File: config.mk
export PLATFORM = sky130hd
export DESIGN_NAME = ir_remote_pulse_transmitter
export DESIGN_NICKNAME = d
export VERILOG_FILES = /design/src/rtl/irtx_pkg.sv /design/src/rtl/irtx_fsm.sv /design/src/rtl/ir_remote_pulse_transmitter.sv
export SDC_FILE = /design/constraint.sdc
export NUM_CORES = 1
export LEC_CHECK = 0
export BUFFER_PORTS_ARGS = -buffer_cell sky130_fd_sc_hd__buf_4
export CAP_MARGIN = 0
export CORE_MARGIN = 4
export CORE_UTILIZATION = 56
export CTS_CLUSTER_DIAMETER = 120
export DETAILED_ROUTE_END_ITERATION = 10
export PLACE_DENSITY = 0.75
export SYNTH_ARGS = -nofsm -noshare
export SYNTH_HDL_FRONTEND = slang
export SYNTH_SLANG_ARGS = --single-unit
File: constraint.sdc
create_clock -name aclk -period 3 [get_ports aclk]
set_clock_uncertainty 0.05 [all_clocks]
set_input_delay 0.15 -clock aclk [delete_from_list [all_inputs] [get_ports aclk]]
set_output_delay 0.15 -clock aclk [all_outputs]
set_load 0.01 [all_outputs]
File: src/rtl/irtx_pkg.sv
// irtx_pkg: shared types and constants for the IR remote pulse transmitter.
// No dependencies; used by irtx_fsm and ir_remote_pulse_transmitter.

package irtx_pkg;

    // Default parameter values
    localparam int CODE_WIDTH_DEF  = 16;
    localparam int COUNT_WIDTH_DEF = 16;

    // Fixed field widths
    localparam int TX_CODE_W   = 16;
    localparam int TICKS_W     = 16;
    localparam int BITS_W      = 5;
    localparam int FRAMES_W    = 4;
    localparam int CFG_IDX_W   = 3;
    localparam int CFG_DATA_W  = 16;
    localparam int S_TDATA_W   = 16;
    localparam int M_TDATA_W   = 8;

    // Register map
    localparam logic [CFG_IDX_W-1:0] REG_HEADER_TICKS = 3'd0;
    localparam logic [CFG_IDX_W-1:0] REG_SPACE_TICKS  = 3'd1;
    localparam logic [CFG_IDX_W-1:0] REG_ONE_TICKS    = 3'd2;
    localparam logic [CFG_IDX_W-1:0] REG_GAP_TICKS    = 3'd3;
    localparam logic [CFG_IDX_W-1:0] REG_BITS_FRAME   = 3'd4;
    localparam logic [CFG_IDX_W-1:0] REG_FRAMES_CMD   = 3'd5;
    localparam logic [CFG_IDX_W-1:0] REG_SETTLE_TICKS = 3'd6;

    // Register reset values
    localparam logic [TICKS_W-1:0]  HEADER_TICKS_RST = 16'd96;
    localparam logic [TICKS_W-1:0]  SPACE_TICKS_RST  = 16'd24;
    localparam logic [TICKS_W-1:0]  ONE_TICKS_RST    = 16'd48;
    localparam logic [TICKS_W-1:0]  GAP_TICKS_RST    = 16'd1800;
    localparam logic [BITS_W-1:0]   BITS_FRAME_RST   = 5'd16;
    localparam logic [FRAMES_W-1:0] FRAMES_CMD_RST   = 4'd10;
    localparam logic [TICKS_W-1:0]  SETTLE_TICKS_RST = 16'd40000;

    // Input kind (carried on s_tuser)
    localparam logic FUNC_TICK  = 1'b0;
    localparam logic FUNC_START = 1'b1;

    typedef struct packed {
        logic [TICKS_W-1:0]  header_ticks;
        logic [TICKS_W-1:0]  space_ticks;
        logic [TICKS_W-1:0]  one_ticks;
        logic [TICKS_W-1:0]  gap_ticks;
        logic [BITS_W-1:0]   bits_per_frame;
        logic [FRAMES_W-1:0] frames_per_command;
        logic [TICKS_W-1:0]  settle_ticks;
    } cfg_t;

    typedef struct packed {
        logic command_done;
        logic start_accepted;
        logic busy_res;
        logic carrier_on;
    } res_t;

endpackage

File: src/rtl/irtx_fsm.sv
// irtx_fsm: frame sequencer. Holds phase, tick counter, shift word and
// bit/frame counts; computes one result per step. Depends on irtx_pkg.

module irtx_fsm #(
    parameter int CODE_WIDTH  = irtx_pkg::CODE_WIDTH_DEF,
    parameter int COUNT_WIDTH = irtx_pkg::COUNT_WIDTH_DEF
) (
    input  logic                              aclk,
    input  logic                              aresetn,
    input  logic                              step_en,
    input  logic                              func,
    input  logic [irtx_pkg::TX_CODE_W-1:0]    tx_code,
    input  irtx_pkg::cfg_t                    cfg,
    output irtx_pkg::res_t                    res
);

    localparam logic [2:0] PH_IDLE   = 3'd0;
    localparam logic [2:0] PH_HEADER = 3'd1;
    localparam logic [2:0] PH_SPACE  = 3'd2;
    localparam logic [2:0] PH_BURST  = 3'd3;
    localparam logic [2:0] PH_GAP    = 3'd4;
    localparam logic [2:0] PH_SETTLE = 3'd5;

    localparam logic [COUNT_WIDTH-1:0] TICK_ONE = COUNT_WIDTH'(1);

    logic [2:0]                   phase_reg,  phase_next;
    logic [COUNT_WIDTH-1:0]       ticks_reg,  ticks_next;
    logic [CODE_WIDTH-1:0]        shift_reg,  shift_next;
    logic [irtx_pkg::BITS_W-1:0]  bits_reg,   bits_next;
    logic [irtx_pkg::FRAMES_W-1:0] frames_reg, frames_next;
    logic [CODE_WIDTH-1:0]        held_reg,   held_next;

    logic [irtx_pkg::FRAMES_W-1:0] frames_dec;
    logic [COUNT_WIDTH-1:0]        settle_c;

    // Duration register truncated to the counter width; zero counts as one.
    function automatic logic [COUNT_WIDTH-1:0] at_least_one(
        input logic [irtx_pkg::TICKS_W-1:0] v
    );
        logic [COUNT_WIDTH-1:0] d;
        d = COUNT_WIDTH'(v);
        return (d == '0) ? TICK_ONE : d;
    endfunction

    assign frames_dec = frames_reg - irtx_pkg::FRAMES_W'(1);
    assign settle_c   = COUNT_WIDTH'(cfg.settle_ticks);

    always_comb begin
        phase_next  = phase_reg;
        ticks_next  = ticks_reg;
        shift_next  = shift_reg;
        bits_next   = bits_reg;
        frames_next = frames_reg;
        held_next   = held_reg;
        res         = '0;

        if (step_en) begin
            if (func == irtx_pkg::FUNC_START) begin
                if (phase_reg == PH_IDLE) begin
                    held_next   = CODE_WIDTH'(tx_code);
                    frames_next = (cfg.frames_per_command == '0) ?
                                  irtx_pkg::FRAMES_W'(1) : cfg.frames_per_command;
                    shift_next  = CODE_WIDTH'(tx_code);
                    bits_next   = (cfg.bits_per_frame == '0) ?
                                  irtx_pkg::BITS_W'(1) : cfg.bits_per_frame;
                    phase_next  = PH_HEADER;
                    ticks_next  = at_least_one(cfg.header_ticks);
                    res.start_accepted = 1'b1;
                end
            end else if (phase_reg != PH_IDLE) begin
                res.carrier_on = (phase_reg == PH_HEADER) || (phase_reg == PH_BURST);
                if (ticks_reg != TICK_ONE) begin
                    ticks_next = ticks_reg - TICK_ONE;
                end else begin
                    // phase runs out on this tick
                    unique case (phase_reg)
                        PH_HEADER: begin
                            phase_next = PH_SPACE;
                            ticks_next = at_least_one(cfg.space_ticks);
                        end
                        PH_SPACE: begin
                            phase_next = PH_BURST;
                            ticks_next = shift_reg[0] ? at_least_one(cfg.one_ticks)
                                                      : at_least_one(cfg.space_ticks);
                            shift_next = shift_reg >> 1;
                            bits_next  = bits_reg - irtx_pkg::BITS_W'(1);
                        end
                        PH_BURST: begin
                            if (bits_reg == '0) begin
                                phase_next = PH_GAP;
                                ticks_next = at_least_one(cfg.gap_ticks);
                            end else begin
                                phase_next = PH_SPACE;
                                ticks_next = at_least_one(cfg.space_ticks);
                            end
                        end
                        PH_GAP: begin
                            frames_next = frames_dec;
                            if (frames_dec != '0) begin
                                // repeat frame from the held code
                                shift_next = held_reg;
                                bits_next  = (cfg.bits_per_frame == '0) ?
                                             irtx_pkg::BITS_W'(1) : cfg.bits_per_frame;
                                phase_next = PH_HEADER;
                                ticks_next = at_least_one(cfg.header_ticks);
                            end else if (settle_c == '0) begin
                                phase_next = PH_IDLE;
                                ticks_next = '0;
                                res.command_done = 1'b1;
                            end else begin
                                phase_next = PH_SETTLE;
                                ticks_next = settle_c;
                            end
                        end
                        PH_SETTLE: begin
                            phase_next = PH_IDLE;
                            ticks_next = '0;
                            res.command_done = 1'b1;
                        end
                        default: begin
                            phase_next = PH_IDLE;
                            ticks_next = '0;
                        end
                    endcase
                end
            end
            res.busy_res = (phase_next != PH_IDLE);
        end
    end

    always_ff @(posedge aclk) begin
        if (!aresetn) begin
            phase_reg  <= PH_IDLE;
            ticks_reg  <= '0;
            bits_reg   <= '0;
            frames_reg <= '0;
            shift_reg  <= '0;
            held_reg   <= '0;
        end else if (step_en) begin
            phase_reg  <= phase_next;
            ticks_reg  <= ticks_next;
            bits_reg   <= bits_next;
            frames_reg <= frames_next;
            shift_reg  <= shift_next;
            held_reg   <= held_next;
        end
    end

    // A running phase never has an empty tick counter.
    a_ticks_live: assert property (@(posedge aclk) disable iff (!aresetn)
        phase_reg != PH_IDLE |-> ticks_reg != '0)
        else $error("irtx_fsm: active phase with zero tick count");

    // Starts are only taken from idle.
    a_start_idle: assert property (@(posedge aclk) disable iff (!aresetn)
        res.start_accepted |-> phase_reg == PH_IDLE && step_en)
        else $error("irtx_fsm: start taken while busy");

    // Done always returns the sequencer to idle.
    a_done_idle: assert property (@(posedge aclk) disable iff (!aresetn)
        res.command_done && step_en |=> phase_reg == PH_IDLE)
        else $error("irtx_fsm: done without return to idle");

    // Carrier is only gated on tick items.
    a_carrier_tick: assert property (@(posedge aclk) disable iff (!aresetn)
        res.carrier_on |-> step_en && func == irtx_pkg::FUNC_TICK)
        else $error("irtx_fsm: carrier on outside a tick");

endmodule

File: src/rtl/ir_remote_pulse_transmitter.sv
// ir_remote_pulse_transmitter: top level. Config registers, input stream,
// frame sequencer (irtx_fsm) and registered output stage. Uses irtx_pkg.
//
// Channel   Dir  Signals                      Payload
// s_        in   s_tvalid/s_tready/s_tdata    tdata[15:0] tx_code, tuser func
//                s_tuser
// m_        out  m_tvalid/m_tready/m_tdata    tdata[3:0] carrier_on, busy_res,
//                                             start_accepted, command_done
// cfg_      in   cfg_wr_en/index/data         register write, no handshake
//
// One transfer per cycle in both directions while the output is not stalled: the
// sequencer step is a single pass of combinational logic, so each item's result
// sits in the output register in the cycle after its input transfer.
// Stalls: s_tready drops only while the output register is full and
// m_tready is low; the sequencer state advances only on an input transfer.
// Reset (aresetn, synchronous, active low): sequencer idle, output empty,
// registers at their defaults. No clearing pass; s_tready is high from the
// first cycle out of reset.

module ir_remote_pulse_transmitter #(
    parameter int CODE_WIDTH  = irtx_pkg::CODE_WIDTH_DEF,
    parameter int COUNT_WIDTH = irtx_pkg::COUNT_WIDTH_DEF
) (
    input  logic                              aclk,
    input  logic                              aresetn,

    // config write port
    input  logic                              cfg_wr_en,
    input  logic [irtx_pkg::CFG_IDX_W-1:0]    cfg_wr_index,
    input  logic [irtx_pkg::CFG_DATA_W-1:0]   cfg_wr_data,

    // input stream
    input  logic                              s_tvalid,
    output logic                              s_tready,
    input  logic [irtx_pkg::S_TDATA_W-1:0]    s_tdata,   // [15:0] tx_code
    input  logic                              s_tuser,   // [0] func (1 = start)

    // result stream
    output logic                              m_tvalid,
    input  logic                              m_tready,
    output logic [irtx_pkg::M_TDATA_W-1:0]    m_tdata    // [0] carrier_on,
                                                         // [1] busy_res,
                                                         // [2] start_accepted,
                                                         // [3] command_done,
                                                         // [7:4] zero
);

    irtx_pkg::cfg_t cfg_reg;
    irtx_pkg::res_t res;
    irtx_pkg::res_t res_reg;
    logic           m_valid_reg;
    logic           in_xfer;

    // ---------------- configuration registers ----------------
    always_ff @(posedge aclk) begin
        if (!aresetn) begin
            cfg_reg.header_ticks       <= irtx_pkg::HEADER_TICKS_RST;
            cfg_reg.space_ticks        <= irtx_pkg::SPACE_TICKS_RST;
            cfg_reg.one_ticks          <= irtx_pkg::ONE_TICKS_RST;
            cfg_reg.gap_ticks          <= irtx_pkg::GAP_TICKS_RST;
            cfg_reg.bits_per_frame     <= irtx_pkg::BITS_FRAME_RST;
            cfg_reg.frames_per_command <= irtx_pkg::FRAMES_CMD_RST;
            cfg_reg.settle_ticks       <= irtx_pkg::SETTLE_TICKS_RST;
        end else if (cfg_wr_en) begin
            unique case (cfg_wr_index)
                irtx_pkg::REG_HEADER_TICKS: cfg_reg.header_ticks <= cfg_wr_data;
                irtx_pkg::REG_SPACE_TICKS:  cfg_reg.space_ticks  <= cfg_wr_data;
                irtx_pkg::REG_ONE_TICKS:    cfg_reg.one_ticks    <= cfg_wr_data;
                irtx_pkg::REG_GAP_TICKS:    cfg_reg.gap_ticks    <= cfg_wr_data;
                irtx_pkg::REG_BITS_FRAME:
                    cfg_reg.bits_per_frame <= cfg_wr_data[irtx_pkg::BITS_W-1:0];
                irtx_pkg::REG_FRAMES_CMD:
                    cfg_reg.frames_per_command <= cfg_wr_data[irtx_pkg::FRAMES_W-1:0];
                irtx_pkg::REG_SETTLE_TICKS: cfg_reg.settle_ticks <= cfg_wr_data;
                default: ;  // unmapped index: write dropped
            endcase
        end
    end

    // ---------------- input handshake ----------------
    // Take a new item whenever the output slot is free or being drained.
    assign s_tready = !m_valid_reg || m_tready;
    assign in_xfer  = s_tvalid && s_tready;

    irtx_fsm #(
        .CODE_WIDTH  (CODE_WIDTH),
        .COUNT_WIDTH (COUNT_WIDTH)
    ) u_fsm (
        .aclk    (aclk),
        .aresetn (aresetn),
        .step_en (in_xfer),
        .func    (s_tuser),
        .tx_code (s_tdata),
        .cfg     (cfg_reg),
        .res     (res)
    );

    // ---------------- output register ----------------
    always_ff @(posedge aclk) begin
        if (!aresetn) begin
            m_valid_reg <= 1'b0;
        end else if (s_tready) begin
            m_valid_reg <= s_tvalid;
        end
    end

    always_ff @(posedge aclk) begin
        if (in_xfer) begin
            res_reg <= res;
        end
    end

    assign m_tvalid = m_valid_reg;
    assign m_tdata  = {4'b0000, res_reg.command_done, res_reg.start_accepted,
                       res_reg.busy_res, res_reg.carrier_on};

    // Every input transfer yields a result in the next cycle.
    a_result_follows: assert property (@(posedge aclk) disable iff (!aresetn)
        in_xfer |=> m_valid_reg)
        else $error("irtx: input transfer without result");

    // An empty output stage never back-pressures the input.
    a_ready_empty: assert property (@(posedge aclk) disable iff (!aresetn)
        !m_valid_reg |-> s_tready)
        else $error("irtx: input stalled with empty output");

    // A held result is not overwritten by a new item.
    a_no_overrun: assert property (@(posedge aclk) disable iff (!aresetn)
        m_valid_reg && !m_tready |-> !in_xfer)
        else $error("irtx: result overwritten while stalled");

endmodule

# ---- After elaboration in Yosys (flattened, before gate mapping)
# Cells that the tools add are included.
dict set report word_totals {
  ff_bits 154
  input_bits 41
  output_inout_bits 10
  elab_cells 115
}
dict set report classes {
  n_addsub 3
  eq_ne 15
  muxes 45
  bitwise 1
  n_reduce_logical 33
}
# cell count
set ops {}
lappend ops {{2-to-1 mux 16 bit} 17}
lappend ops {{zero test 16 bit} 5}
lappend ops {{one-hot mux 16 bit (4 select lines)} 1}
lappend ops {{one-hot mux 16 bit (2 select lines)} 1}
lappend ops {{2-to-1 mux 5 bit} 6}
lappend ops {{2-to-1 mux 3 bit} 8}
lappend ops {{2-to-1 mux 4 bit} 6}
lappend ops {{inequality test 16 x 1 -> 1 bit, second input constant} 1}
lappend ops {{subtractor 16 x 1 -> 16 bit, second input constant} 1}
lappend ops {{== test 3 bit, second input constant} 5}
lappend ops {{AND reduction 2 bit} 7}
lappend ops {{== test 3 x 2 -> 1 bit, second input constant} 4}
lappend ops {{one-hot mux 3 bit (4 select lines)} 1}
lappend ops {{zero test 5 bit} 2}
lappend ops {{one-hot mux 5 bit (2 select lines)} 1}
lappend ops {{nonzero test 3 bit} 3}
lappend ops {{== test 3 x 1 -> 1 bit, second input constant} 2}
lappend ops {{zero test 3 bit} 2}
lappend ops {{AND reduction 3 bit} 2}
lappend ops {{AND reduction 6 bit} 1}
lappend ops {{AND reduction 5 bit} 1}
lappend ops {{subtractor 5 x 1 -> 5 bit, second input constant} 1}
lappend ops {{zero test 4 bit} 1}
lappend ops {{nonzero test 2 bit} 2}
lappend ops {{13 further kinds} 16}

# ---- Logic depth before layout (Yosys ltp)
dict set report logic_depth {
  ltp_word 9
  depth_mapped 11
}

# ---- Hierarchy
# Synthesis repeated with hierarchy kept, for this count alone.
dict set report unflattened {
  cells_unflattened 950
  area_unflattened_um2 8157.8
}
# module n_inst cells_per_inst area_per_inst_um2
set modules_own_cells {}
lappend modules_own_cells {irtx_fsm 1 604 4529.3}
lappend modules_own_cells {ir_remote_pulse_transmitter 1 346 3628.5}

# ---- Worst setup path before layout
# No wires, ideal clock.
dict set report synth_timing {
  path_type {input port to flip-flop}
  start {input port s_tuser}
  end {register u_fsm.shift_reg[10]}
  setup_ps 128
  t_arrival_ps 2329
  required_time_ps 2822
  slack_ps 493
  path_stages 11
  n_path_buf 4
  cell_sequence {clkbuf_1 -> inv_1 -> clkbuf_1 -> ha_1 -> inv_1 -> and3_1 -> clkbuf_1 -> a22oi_4 -> buf_6 -> mux2i_1 -> nor2_1}
}
dict set report synth_via {
  elab_chain_len 2
  word_cells_on_any_way 7
}
# item line
set synth_rtl {}
lappend synth_rtl {{start: declaration} ir_remote_pulse_transmitter.sv:36} ;# input logic s_tuser,
lappend synth_rtl {{inequality test 3 x 2 -> 1 bit (no source line), or another cell as far along} -}
lappend synth_rtl {{AND reduction 6 bit (no source line)} -}
lappend synth_rtl {{end signal: assignment} irtx_fsm.sv:144} ;# shift_reg <= shift_next;
lappend synth_rtl {{end: declaration} irtx_fsm.sv:28} ;# logic [CODE_WIDTH-1:0] shift_reg, shift_next;
# Several ways; a longest one is shown, not always the timed one.
# A chain may end at the register's enable or synchronous reset.

# ---- Worst setup path after layout
dict set report layout_timing {
  start {register u_fsm.frames_reg[0] (netlist name)}
  end {register u_fsm.ticks_reg[11]}
}
dict set report layout_via {
  elab_chain_len 7
}
# item line
set layout_rtl {}
lappend layout_rtl {{start: declaration} irtx_fsm.sv:30} ;# logic [irtx_pkg::FRAMES_W-1:0] frames_reg, frames_next;
lappend layout_rtl {{start signal: assignment} irtx_fsm.sv:143} ;# frames_reg <= frames_next;
lappend layout_rtl {{subtractor 4 x 1 -> 4 bit} irtx_fsm.sv:45} ;# assign frames_dec = frames_reg - irtx_pkg::FRAMES_W'(1);
lappend layout_rtl {{nonzero test 4 bit} irtx_fsm.sv:99} ;# if (frames_dec != '0) begin
lappend layout_rtl {{2-to-1 mux 16 bit} irtx_fsm.sv:99}
lappend layout_rtl {{one-hot mux 16 bit (4 select lines)} irtx_fsm.sv:76} ;# unique case (phase_reg)
lappend layout_rtl {{2-to-1 mux 16 bit} irtx_fsm.sv:72} ;# if (ticks_reg != TICK_ONE) begin
lappend layout_rtl {{2-to-1 mux 16 bit} irtx_fsm.sv:70} ;# end else if (phase_reg != PH_IDLE) begin
lappend layout_rtl {{2-to-1 mux 16 bit} irtx_fsm.sv:58} ;# if (func == irtx_pkg::FUNC_START) begin
lappend layout_rtl {{end signal: assignment} irtx_fsm.sv:141} ;# ticks_reg <= ticks_next;
lappend layout_rtl {{end: declaration} irtx_fsm.sv:27} ;# logic [COUNT_WIDTH-1:0] ticks_reg, ticks_next;
# No other way between the ends. The select of a mux whose other input is x is not followed.

==> implementation parameters <==
Parameter                              Value

Drt
  M1 WL ... about 10000 um
  Count of antenna-violating nets left after detailed routing ... 0
  Metal3 WL ... between 2000 and 2500 um
  Post-detailed-route wirelength per cell ... between 15 and 20 um
  First-pass DRT Iterations ... 7
  Via density per instance ... approximately 6.2
  Initial detailed-routing violation count ... 956
  DRC Markers ... 0
  Uppermost routed layer ... met4
  Via total after detailed routing ... around 7500
  Detailed route wirelength on metal2 ... a little over 10000 um
  Final wirelength ... 22800 um

Die
  Horizontal extent of the die ... roughly 130 um
  Core Box Area ... ~13000 sq um
  Starting utilization of the core area ... about three fifths
  Std-Cell Rows ... 42
  Ports ... 51
  Full die area ... 15900 sq um
  Die span in y ... 126 um

STA
  Worst-margin pin slew ... around 1000 ps
  Total setup violations reported at the end of the flow ... 0
  RSZ-0062 raised after global routing ... no
  Pins over their slew limit ... 0
  Final worst-path cycle share ... between 90% and 100%
  Number of hold-slack violations in the final timing report ... 0
  Shortest clock period the worst path allows after layout ... around 2800 ps
  Final worst-path setup slack ... 220 ps
  Max-Slew Margin vs Limit ... ~31%
  Post-route setup TNS ... 0 ps
  Top achievable clock speed ... approximately 0.36 GHz

Critical path
  Setup Crit Path Kind ... reg -> reg
  Slowest cell on the critical path ... sky130_fd_sc_hd__nor2_1
  Maximum fanout encountered on the critical timing path ... 12
  Startpoint of the worst-slack reg-to-reg timing path ... u_fsm.frames_reg[0]$_SDFFE_PN0P_
  Crit path capture type ... register
  CP Cell Sequence ... inv_1 > ha_1 > nand4b_1 > o41ai_4 > buf_4 > nor2_1 > a22oi_1 > a211o_1 > a21oi_1
  Critical path data required time ... 3300 ps
  CP arrival ... 3080 ps
  Delay of the slowest cell on the worst path ... just under 800 ps
  Worst reg2reg path endpoint ... u_fsm.ticks_reg[11]$_SDFFE_PN0P_
  Kind of start point of the critical path ... register
  Worst-case reg-to-reg path depth ... 9
  Slack of the worst reg-to-reg path ... 220 ps

Layout
  Number of flip-flops in the largest register ... 89
  Synthesis-to-finish area growth ... 16.7%
  Layout Nets ... 1072
  Antenna diode count ... 0
  Most common cell after layout, fill and taps aside ... sky130_fd_sc_hd__nand2_1
  Layout cells sized above 1 ... a little under an eighth
  Commonest cells after routing, fill and taps aside ... 218 x sky130_fd_sc_hd__nand2_1, 150 x sky130_fd_sc_hd__dfxtp_1, 95 x sky130_fd_sc_hd__a21oi_1

Clock tree
  Latest clock arrival within the worst-skew pair ... about 430 ps
  Clock edge transition at the registers on the reported setup and hold paths ... about 60 ps
  Total CTS buffers ... 17
  Post-CTS setup-driven buffer insertion count ... 0
  CTS sink cnt ... ~150
  Max Buffers Root-to-Sink ... 2
  Clock tree from TritonCTS ... built
  CTS H-Tree Depth ... 4
  CTS root buf ... sky130_fd_sc_hd__clkbuf_16

Yosys
  Area of the mapped netlist ... about 8000 sq um
  Post-synthesis average cell area ... around 8.1 sq um
  Ys async rst share ... 0%
  Number of flops mapped to enable cells by yosys ... 4
  Number of unique standard cell types used by synthesis ... 79
  Sequential share of the synthesized area ... roughly two fifths
  Synthesized netlist cell count ... between 900 and 1000
  Share of the synthesized area in the top cell type ... 38.5%
  Number of synthesized register bits ... about 150
  Synth warnings ... 0
  Synth Flop Type ... sky130_fd_sc_hd__dfxtp_1
  Top cell type by total area after synthesis ... sky130_fd_sc_hd__dfxtp_1
  Biggest area contributors in the synthesized netlist ... sky130_fd_sc_hd__dfxtp_1 38%, sky130_fd_sc_hd__nand2_1 10%, sky130_fd_sc_hd__mux2i_1 7.7%

Pwr
  Worst IR drop on VDD ... around 0.45 mV
  Power per unit of standard cell area ... 566 nW/um^2
  Static leakage ... around 0.0036 uW

Place
  Number of buffers added on ports ... 46
  Routability cong. ... about 1
  Setup Slack @ Placement ... approximately 360 ps
  Total half-perimeter wirelength after legalization and detailed placement ... 15400 um

Global route
  Wire length of the first global-routing pass ... around 37000 um
  Pin count of the biggest net entering global routing ... 111
  Via count of the first global-routing pass ... a little over 7000
  Total grt overflow ... 0
  Initial antenna violation count ... 0
  Global Route Usage Sum ... 28.7%

Hold path
  WHS Endpoint ... m_tvalid$_SDFFE_PN0N_
  Hold path startpoint ... m_tready
  Class of the tightest hold or removal check ... in -> reg
  Hold depth ... 3

Outcome
  Run status ... finished clean

Run
  Max-cap check violation count ... 0
logic make-up (layout without fill, tap and decap cells):
kind of cell               Yosys count  count (layout)  share of synthesized area, %
AOI/OAI and AO/OA                  235             235                          20.0
xor gates and xnor gates             2               2                         0.224
adders and majority gates            7               7                          1.12
buffers and inverters               82             146                          5.67
DFF                                154             154                          40.0
muxes                               60              60                          7.69
other                                1               4                        0.0480
and+or+nand+nor                    428             428                          25.3
where the power goes:
| part | internal (uW) | switching (uW) | leakage (uW) |
|---|---|---|---|
| sequential | 2130 | 82.1 | 0.00126 |
| clock | 1320 | 860 | 0.000288 |
| combinational | 306 | 454 | 0.00207 |
synth_stat cells (14+ instances only):
library cell / instances
sky130_fd_sc_hd__nand2_1: 218
sky130_fd_sc_hd__nor3_1: 21
sky130_fd_sc_hd__nand3_1: 34
sky130_fd_sc_hd__nor2_1: 71
sky130_fd_sc_hd__clkbuf_1: 40
sky130_fd_sc_hd__a21oi_1: 95
sky130_fd_sc_hd__inv_1: 14
sky130_fd_sc_hd__mux2i_1: 60
sky130_fd_sc_hd__o21ai_0: 40
sky130_fd_sc_hd__nor4_1: 20
sky130_fd_sc_hd__a22oi_1: 14
sky130_fd_sc_hd__dfxtp_1: 150
critical path, delay by kind of cell (launching register included):
family	cells	cell delay, ps
compound gates	4	790
fa+ha+maj	1	240
buf+inv	2	270
flops	1	420
simple gates	2	930
per-layer routing:
| metal | track usage (%) | vias to the layer above |
|---|---|---|
| met5 | 0 | - |
| met3 | 7.20 | 53 |
| met2 | 43.9 | 418 |
| met4 | 9.91 | 0 |
| li1 | - | 3570 |
| met1 | 39.6 | 3419 |
per-stage QoR:
step                power, uW  cell area (sq um)  hold slack (ps)  cells  util, %
CTS                      5150               9110             41.9   1212     67.7
floorplan                2740               7820              224    972        -
global placement         2950               8180              342   1148     60.8
finish                   5150               9110             63.2   1212     67.7
detailed placement       2960               8180              351   1148     60.8
global route             5340               9110             73.1   1212     67.7
how the worst max path moves through the flow:
stage	to	depth (start not counted)	slack, ps	from
after floorplan	u_fsm.shift_reg[10]$_SDFFE_PN0P_	11	490	s_tuser
after global placement	u_fsm.ticks_reg[11]$_SDFFE_PN0P_	7	390	u_fsm.phase_reg[1]$_SDFFE_PN0P_
after detailed placement	u_fsm.ticks_reg[1]$_SDFFE_PN0P_	7	360	u_fsm.phase_reg[1]$_SDFFE_PN0P_
after CTS	u_fsm.ticks_reg[1]$_SDFFE_PN0P_	7	290	u_fsm.phase_reg[1]$_SDFFE_PN0P_
after global routing	u_fsm.ticks_reg[1]$_SDFFE_PN0P_	9	60	u_fsm.frames_reg[0]$_SDFFE_PN0P_
final	u_fsm.ticks_reg[11]$_SDFFE_PN0P_	9	220	u_fsm.frames_reg[0]$_SDFFE_PN0P_
final cells by class:
class | count | area, sq um
Inverter | 15 | 57.6
Timing Repair Buffer | 100 | 858
Clock buffer | 22 | 485
Fill cell | 1111 | 4340
Clock inverter | 9 | 111
Sequential cell | 154 | 3120
Tap cell | 176 | 220
Multi-Input combinational cell | 736 | 4250
what timing repair did:
action | CTS | global route
endpoints found under the hold margin | 100 | 0
gates resized for setup | 0 | 0
hold buffers | 33 | 0
Note: power is estimated with default switching activity, not from simulation.
